===== config.mk =====
export PLATFORM = sky130hd
export DESIGN_NAME = rc4_keystream_generator_top
export DESIGN_NICKNAME = d
export VERILOG_FILES = /design/src/sv/rc4ks_pkg.sv /design/src/sv/rc4_keystream_generator_top.sv
export SDC_FILE = /design/constraint.sdc
export NUM_CORES = 2
export LEC_CHECK = 0
export BUFFER_PORTS_ARGS = -buffer_cell sky130_fd_sc_hd__clkbuf_2
export CORE_ASPECT_RATIO = 0.9
export CORE_MARGIN = 4
export CORE_UTILIZATION = 35
export CTS_CLUSTER_DIAMETER = 80
export CTS_CLUSTER_SIZE = 16
export DETAILED_ROUTE_END_ITERATION = 10
export PLACE_DENSITY_LB_ADDON = 0.25
export SLEW_MARGIN = 10
export SYNTH_ARGS = -nofsm -noshare
export SYNTH_HDL_FRONTEND = slang
export SYNTH_SLANG_ARGS = --single-unit
export TNS_END_PERCENT = 10

===== constraint.sdc =====
create_clock -name clk -period 6.7 [get_ports clk]
set_input_delay 0.335 -clock clk [delete_from_list [all_inputs] [get_ports clk]]
set_output_delay 0.335 -clock clk [all_outputs]
set_load 0.01 [all_outputs]

===== src/sv/rc4ks_pkg.sv =====
// Shared field widths, mode codes and word size reset of the keystream generator.
`timescale 1ns / 1ps
package rc4ks_pkg;

  // Field widths of one input word and one result word
  localparam int MODE_W      = 2;
  localparam int KEY_IDX_W   = 8;
  localparam int KEY_VAL_W   = 8;
  localparam int KEY_LEN_W   = 9;
  localparam int IN_TDATA_W  = 32;
  localparam int OUT_TDATA_W = 8;
  localparam int CFG_W       = 4;

  typedef logic [MODE_W-1:0] mode_t;

  // Input word kinds, carried on tuser
  localparam mode_t MODE_LOAD  = 2'd0;
  localparam mode_t MODE_SCHED = 2'd1;
  localparam mode_t MODE_GEN   = 2'd2;

  localparam logic [CFG_W-1:0] WORD_BITS_RESET = 4'd8;

endpackage


===== src/sv/rc4_keystream_generator_top.sv =====
`timescale 1ns / 1ps
// RC4-style keystream generator with a run-time word size, one two-port S-box.
//
//  channel      dir  tdata (low bit up)                          tuser
//  s_axis       in   key_index[7:0] key_value[15:8] key_len[24:16] mode[1:0]
//  m_axis       out  keystream_word[7:0]                           -
//  word_bits    in   write enable plus 4-bit data, no read-back    -
//
// Load key word: written to the key store while the sequencer stays idle.
// Generate: steps G0 to G3 (S-box reads in G0, G1, G2, writes in G2, G3), result
// registered in G3, then idle; a stalled result holds the sequencer in its last step.
// Key schedule: a fill sweep of the S-box, then one swap per entry with four S-box
// accesses (K0 to K3). s_axis_tready is high only while idle.
// Reset clears the indices and sets the word size to 8; the S-box and key store
// are not cleared and must be filled by a schedule and key loads before use.
module rc4_keystream_generator_top #(
  parameter int MAX_WORD_BITS = 8,
  parameter int KEY_DEPTH     = 256
) (
  input  logic                               clk,
  input  logic                               rst,
  input  logic                               s_axis_tvalid,
  output logic                               s_axis_tready,
  // key_index[7:0], key_value[15:8], key_len[24:16], zero fill above
  input  logic [rc4ks_pkg::IN_TDATA_W-1:0]   s_axis_tdata,
  // mode[1:0]
  input  logic [rc4ks_pkg::MODE_W-1:0]       s_axis_tuser,
  output logic                               m_axis_tvalid,
  input  logic                               m_axis_tready,
  // keystream_word[7:0]
  output logic [rc4ks_pkg::OUT_TDATA_W-1:0]  m_axis_tdata,
  input  logic                               word_bits_wr_en,
  input  logic [rc4ks_pkg::CFG_W-1:0]        word_bits_wr_data
);
  import rc4ks_pkg::*;

  localparam int SW     = MAX_WORD_BITS;
  localparam int SDEPTH = 1 << SW;
  localparam int KW     = (KEY_DEPTH > 1) ? $clog2(KEY_DEPTH) : 1;

  // Sequencer codes
  localparam logic [3:0] ST_IDLE = 4'd0;
  localparam logic [3:0] ST_INIT = 4'd1;
  localparam logic [3:0] ST_K0   = 4'd2;
  localparam logic [3:0] ST_K1   = 4'd3;
  localparam logic [3:0] ST_K2   = 4'd4;
  localparam logic [3:0] ST_K3   = 4'd5;
  localparam logic [3:0] ST_G0   = 4'd6;
  localparam logic [3:0] ST_G1   = 4'd7;
  localparam logic [3:0] ST_G2   = 4'd8;
  localparam logic [3:0] ST_G3   = 4'd9;

  logic [3:0]           state;
  logic [CFG_W-1:0]     word_bits;
  logic [SW-1:0]        ii;
  logic [SW-1:0]        jj;
  logic [SW-1:0]        idx;
  logic [KW-1:0]        kidx;
  logic [KW-1:0]        klast;
  logic [SW-1:0]        si;
  logic [SW-1:0]        sj;
  logic [SW-1:0]        tt;
  logic [OUT_TDATA_W-1:0] out_word;
  logic                 out_valid;

  // S-box and key store
  logic [SW-1:0]        sbox [SDEPTH];
  logic [KEY_VAL_W-1:0] key_store [KEY_DEPTH];
  logic [SW-1:0]        s_rdata;
  logic [KEY_VAL_W-1:0] k_rdata;
  logic                 s_we;
  logic                 s_re;
  logic [SW-1:0]        s_waddr;
  logic [SW-1:0]        s_wdata;
  logic [SW-1:0]        s_raddr;

  // Input unpacking
  mode_t                in_mode;
  logic [KEY_IDX_W-1:0] in_key_index;
  logic [KEY_VAL_W-1:0] in_key_value;
  logic [KEY_LEN_W-1:0] in_key_len;
  logic [KEY_LEN_W-1:0] klen_c;
  logic                 in_acc;
  logic                 out_free;

  // Working values
  logic [CFG_W-1:0]     eff;
  logic [SW-1:0]        mask;
  logic [SW-1:0]        gi_new;
  logic [SW-1:0]        gj_new;
  logic [SW-1:0]        kj_new;
  logic [SW-1:0]        t_new;
  logic [SW-1:0]        gen_res;

  assign in_mode      = mode_t'(s_axis_tuser);
  assign in_key_index = s_axis_tdata[KEY_IDX_W-1:0];
  assign in_key_value = s_axis_tdata[KEY_IDX_W +: KEY_VAL_W];
  assign in_key_len   = s_axis_tdata[KEY_IDX_W+KEY_VAL_W +: KEY_LEN_W];

  assign s_axis_tready = (state == ST_IDLE);
  assign in_acc        = s_axis_tvalid && s_axis_tready;
  assign out_free      = !out_valid || m_axis_tready;
  assign m_axis_tvalid = out_valid;
  assign m_axis_tdata  = out_word;

  // Word size clamped to 1..MAX_WORD_BITS, and its element mask
  always_comb begin
    if (word_bits == '0) begin
      eff = CFG_W'(1);
    end else if (word_bits > CFG_W'(MAX_WORD_BITS)) begin
      eff = CFG_W'(MAX_WORD_BITS);
    end else begin
      eff = word_bits;
    end
    mask = ~({SW{1'b1}} << eff);
  end

  // Key length clamped to 1..KEY_DEPTH
  always_comb begin
    if (in_key_len == '0) begin
      klen_c = KEY_LEN_W'(1);
    end else if (in_key_len > KEY_LEN_W'(KEY_DEPTH)) begin
      klen_c = KEY_LEN_W'(KEY_DEPTH);
    end else begin
      klen_c = in_key_len;
    end
  end

  // Index arithmetic, all modulo 2^eff
  assign gi_new = (ii + SW'(1)) & mask;
  assign gj_new = (jj + (s_rdata & mask)) & mask;
  assign kj_new = (jj + s_rdata + k_rdata[SW-1:0]) & mask;
  assign t_new  = ((si & mask) + (s_rdata & mask)) & mask;

  // Post-swap S[t]: forward the entries still in flight on the port
  always_comb begin
    if (tt == jj) begin
      gen_res = si;
    end else if (tt == ii) begin
      gen_res = sj;
    end else begin
      gen_res = s_rdata;
    end
  end

  // S-box port control
  always_comb begin
    s_we    = 1'b0;
    s_re    = 1'b0;
    s_waddr = idx;
    s_wdata = idx;
    s_raddr = idx;
    case (state)
      ST_INIT: begin
        s_we = 1'b1;
      end
      ST_K0: begin
        s_re = 1'b1;
      end
      ST_K1: begin
        s_re    = 1'b1;
        s_raddr = kj_new;
      end
      ST_K2: begin
        s_we    = 1'b1;
        s_wdata = s_rdata;
      end
      ST_K3: begin
        s_we    = 1'b1;
        s_waddr = jj;
        s_wdata = si;
      end
      ST_G0: begin
        s_re    = 1'b1;
        s_raddr = gi_new;
      end
      ST_G1: begin
        s_re    = 1'b1;
        s_raddr = gj_new;
      end
      ST_G2: begin
        s_we    = 1'b1;
        s_waddr = ii;
        s_wdata = s_rdata;
        s_re    = 1'b1;
        s_raddr = t_new;
      end
      ST_G3: begin
        s_we    = 1'b1;
        s_waddr = jj;
        s_wdata = si;
      end
      default: begin
        s_we = 1'b0;
      end
    endcase
  end

  // S-box memory, registered read
  always_ff @(posedge clk) begin
    if (s_we) begin
      sbox[s_waddr] <= s_wdata;
    end
    if (s_re) begin
      s_rdata <= sbox[s_raddr];
    end
  end

  // Key store memory, written on a load word, read during the schedule
  always_ff @(posedge clk) begin
    if (in_acc && in_mode == MODE_LOAD &&
        {1'b0, in_key_index} < KEY_LEN_W'(KEY_DEPTH)) begin
      key_store[KW'(in_key_index)] <= in_key_value;
    end
    if (state == ST_K0) begin
      k_rdata <= key_store[kidx];
    end
  end

  // Word size register
  always_ff @(posedge clk) begin
    if (rst) begin
      word_bits <= WORD_BITS_RESET;
    end else if (word_bits_wr_en) begin
      word_bits <= word_bits_wr_data;
    end
  end

  // Result valid: set when the last generate step lands, cleared when taken
  always_ff @(posedge clk) begin
    if (rst) begin
      out_valid <= 1'b0;
    end else if (state == ST_G3 && out_free) begin
      out_valid <= 1'b1;
    end else if (m_axis_tready) begin
      out_valid <= 1'b0;
    end
  end

  // Sequencer and index registers
  always_ff @(posedge clk) begin
    if (rst) begin
      state <= ST_IDLE;
      ii    <= '0;
      jj    <= '0;
    end else begin
      case (state)
        ST_IDLE: begin
          if (in_acc) begin
            if (in_mode == MODE_SCHED) begin
              idx   <= '0;
              jj    <= '0;
              klast <= KW'(klen_c - KEY_LEN_W'(1));
              state <= ST_INIT;
            end else if (in_mode == MODE_GEN) begin
              state <= ST_G0;
            end
          end
        end
        // fill S[a] = a
        ST_INIT: begin
          if (idx == mask) begin
            idx   <= '0;
            kidx  <= '0;
            state <= ST_K0;
          end else begin
            idx <= idx + SW'(1);
          end
        end
        ST_K0: begin
          state <= ST_K1;
        end
        ST_K1: begin
          si    <= s_rdata;
          jj    <= kj_new;
          state <= ST_K2;
        end
        ST_K2: begin
          state <= ST_K3;
        end
        // second half of the swap, then next i
        ST_K3: begin
          if (idx == mask) begin
            ii    <= '0;
            jj    <= '0;
            state <= ST_IDLE;
          end else begin
            idx   <= idx + SW'(1);
            kidx  <= (kidx == klast) ? '0 : kidx + KW'(1);
            state <= ST_K0;
          end
        end
        ST_G0: begin
          ii    <= gi_new;
          state <= ST_G1;
        end
        ST_G1: begin
          si    <= s_rdata;
          jj    <= gj_new;
          state <= ST_G2;
        end
        ST_G2: begin
          sj    <= s_rdata;
          tt    <= t_new;
          state <= ST_G3;
        end
        // hold here until the output register is free
        ST_G3: begin
          if (out_free) begin
            out_word <= OUT_TDATA_W'(gen_res & mask);
            state    <= ST_IDLE;
          end
        end
        default: begin
          state <= ST_IDLE;
        end
      endcase
    end
  end

endmodule


==> impl_metrics.toml <==
[clocking]
clk_path_buf_depth = 4
clockRootBuffer = "clkbuf_16"
cts_sinks = 4193
cts_tree = "yes"
clk_latency_ns = 0.97
cts_buffers = 306
path_clk_slew_ns = 0.07
htree_levels = 5
cts.repair.resized = 0
holdBufCountCts = 35
postCtsSetupBuffers = 0

[drt]
drt-initial-drc-count = 10379
drc_errors = 0
wl_per_cell_um = 27.3
viasPerCell = 5.55
wl_mm = 452
num_vias = 91891
drtAntennaViolNets = 0
drt_first_pass_iters = 6

[pwr]
p_int_mw = 42.6
irDropWorstVdd_mv = 0.379
p_per_area_nw_per_um2 = 329
clkPwrFrac = 0.283
p_seq_frac = 0.505
p_sw_frac = 0.304
switchingPower_mw = 18.6
finalPower_mw = 61.1
comb_power_share = 0.212
p_leak_nw = 58.3

[setup_path]
cp.arrival_ns = 7.19
path_max_fanout = 68
cp_cell_sequence = "o31ai_1 > xnor2_1 > ha_1 > mux2i_1 > a2bb2oi_1 > o211a_4 > buf_12 > buf_12 > a211oi_1 > a221oi_1 > a31oi_1 > a2111oi_0 > buf_4 > a31oi_1 > nand3_1 > o2bb2ai_1"
worst-path-buf-inv = 3
critPathRequiredTime_ns = 7.52
worstSetupPathType = "reg -> reg"
start_kind = "flop"
crit_family = "compound AO/OA/AOI/OAI gates"
slowest_stage = "a2111oi_0"
cp_slowest_stage_delay_ns = 1.00
end_kind = "flop"

[sta]
tns_ns = 0
finalCritPeriodShare = 0.952
period_needed_ns = 6.38
grt_setup_unrepaired = "false"
timing.fmax_ghz = 0.157
maxSlewViolCount = 0
worst_pin_slew_ns = 1.26
finalSetupViolCount = 0
finalClockSkew_ns = 0.111
hold_viol_final = 0
slew_headroom = 0.163

[logic_synthesis]
synth-seq-cells = 4193
synthArstFlopShare = 0
ys_seq_area_frac = 0.746
synth_area_leaders = "edfxtp_1 (74%), mux4_2 (9.1%), nand2_1 (3.5%)"
netlist.area_leader.share = 0.743
synth.largest_area_cell = "edfxtp_1"
synth_edf_count = 4168
ys.warnings.count = 0
syn_avg_cell_area_sq_um = 16.5
netlist_area_sq_um = 168000
syn_inst = 10219
syn_nets = 10292
synthFlopType = "edfxtp_1"
yosys.cell_types.count = 83

[floorplan]
ios = 53
coreArea_sq_um = 479000
num_rows = 241
dieArea_sq_um = 492000
floorplan.initialDensity = 0.351
die_w_um = 739
die_h_um = 666

[grt]
grt_pass1_vias = 89516
grt_overflow = 0
grt_antenna_before_repair = 39
grt_pass1_wl_mm = 651
grt_start_max_net_pins = 169
grt_util_all_layers = 0.178

[placed_design]
gp_congestion = 0.837
port_buffers = 45
hpwl_mm = 270

[layout]
drive_gt1_frac = 0.138
fillers = 43226
nNetsFinal = 10240
area_growth_pct = 10.2
final_cell_mix = "edfxtp_1 (4,168), nand2_1 (1,568), nand3_1 (885)"
reg_top3 = "key_store (2048), sbox (2048)"
final_common_cell = "edfxtp_1"

[outcome]
outcome = "complete, no violations"

[run]
maxCapViolCount = 0

[hold_path]
hp-class = "in -> reg"
area by class of cell:
type,instances,area [sq um],area share
multi-input combinational,5219,39600,0.214
clock inverter,40,642,0.00346
inverter,96,360,0.00194
tap,6318,7910,0.0426
clock buffer,335,7810,0.0421
timing repair buffer,351,3480,0.0187
antenna,10,25.0,0.000135
sequential,4193,126000,0.677
metrics by stage:
stage	hold slack [ns]	instances	utilization	instance area (sq um)	worst slack [ns]
floorplan	0.434	10219	-	168000	0.930
global placement	0.573	16142	0.369	177000	0.633
detailed placement	0.587	16142	0.369	177000	0.610
CTS	0.0166	16552	0.387	185000	0.543
global route	0.0854	16558	0.387	186000	0.262
finish	0.0947	16562	0.387	186000	0.325
layer usage:
metal  share of wire  vias to the layer above  track usage  wire length (um)
li1                -                    39589            -                 -
met4           0.027                       12       0.0455             12300
met1            0.44                    48130        0.262            197000
met3           0.075                      608       0.0281             34000
met5         0.00015                        -            0                68
met2            0.46                     3552        0.278            208000
cell usage after synthesis (8+ instances only):
| cell type | n |
|---|---|
| buf_1 | 114 |
| o22ai_1 | 9 |
| a311oi_1 | 72 |
| mux2i_1 | 204 |
| inv_1 | 96 |
| nand4_1 | 17 |
| nor4_1 | 14 |
| and2_1 | 15 |
| mux2_2 | 12 |
| o21ai_0 | 13 |
| dfxtp_1 | 25 |
| a31oi_1 | 165 |
| a21oi_1 | 198 |
| a2111oi_0 | 23 |
| or3_1 | 17 |
| o22a_1 | 8 |
| mux4_2 | 680 |
| nand2_1 | 1573 |
| and3_1 | 55 |
| buf_4 | 18 |
| a2111o_1 | 17 |
| xor2_1 | 38 |
| nand3_1 | 896 |
| nor2b_1 | 15 |
| a22oi_1 | 57 |
| a211oi_1 | 127 |
| o311a_1 | 10 |
| o2bb2ai_1 | 8 |
| o211ai_1 | 16 |
| nor3_1 | 29 |
| a32o_1 | 9 |
| a21o_1 | 12 |
| ha_1 | 22 |
| or2_2 | 8 |
| edfxtp_1 | 4168 |
| fa_1 | 8 |
| buf_2 | 181 |
| a221o_1 | 8 |
| a221oi_1 | 90 |
| xnor2_1 | 27 |
| nor2_1 | 618 |
| nor3b_1 | 12 |
| clkbuf_1 | 391 |
| a311o_1 | 24 |
| a22o_1 | 22 |
power by group through the flow:
stage / Sequential, mW / Combinational [mW] / Clock (mW)
after floorplan: 31.7 / 7.32 / 0
after global placement: 31.4 / 12.7 / 0
after global routing: 30.9 / 13.9 / 18.7
final: 30.9 / 13.0 / 17.3
after detailed placement: 31.4 / 12.9 / 0
after CTS: 30.8 / 13.0 / 17.7
worst paths after layout:
| kind | cells after the start | start | slack [ns] | to |
|---|---|---|---|---|
| setup / recovery | 16 | word_bits[3] | 0.32 | s_rdata[3] |
| hold / removal | 3 | m_axis_tready | 0.09 | m_axis_tvalid |
| setup reg to reg | 16 | word_bits[3] | 0.32 | s_rdata[3] |
| hold reg to reg | 2 | ii[6] | 0.60 | ii[6] |
worst min-delay path, cell delays in order:
cell and delay, ns:
clkbuf_2 0.07, nand2b_1 0.44, a21oi_1 0.14
logic make-up (layout without fill, tap and decap cells):
kind of cell	Yosys count	after routing	share of synthesized area
and+or+nand+nor	3294	3294	0.0834
other	0	10	0
muxes	896	896	0.104
adders and majority gates	33	33	0.00277
buffers and inverters	807	822	0.0200
AOI/OAI and AO/OA	930	930	0.0401
DFF	4193	4193	0.746
xor gates and xnor gates	66	66	0.00351
No activity file was read; power rests on OpenSTA's default activity.
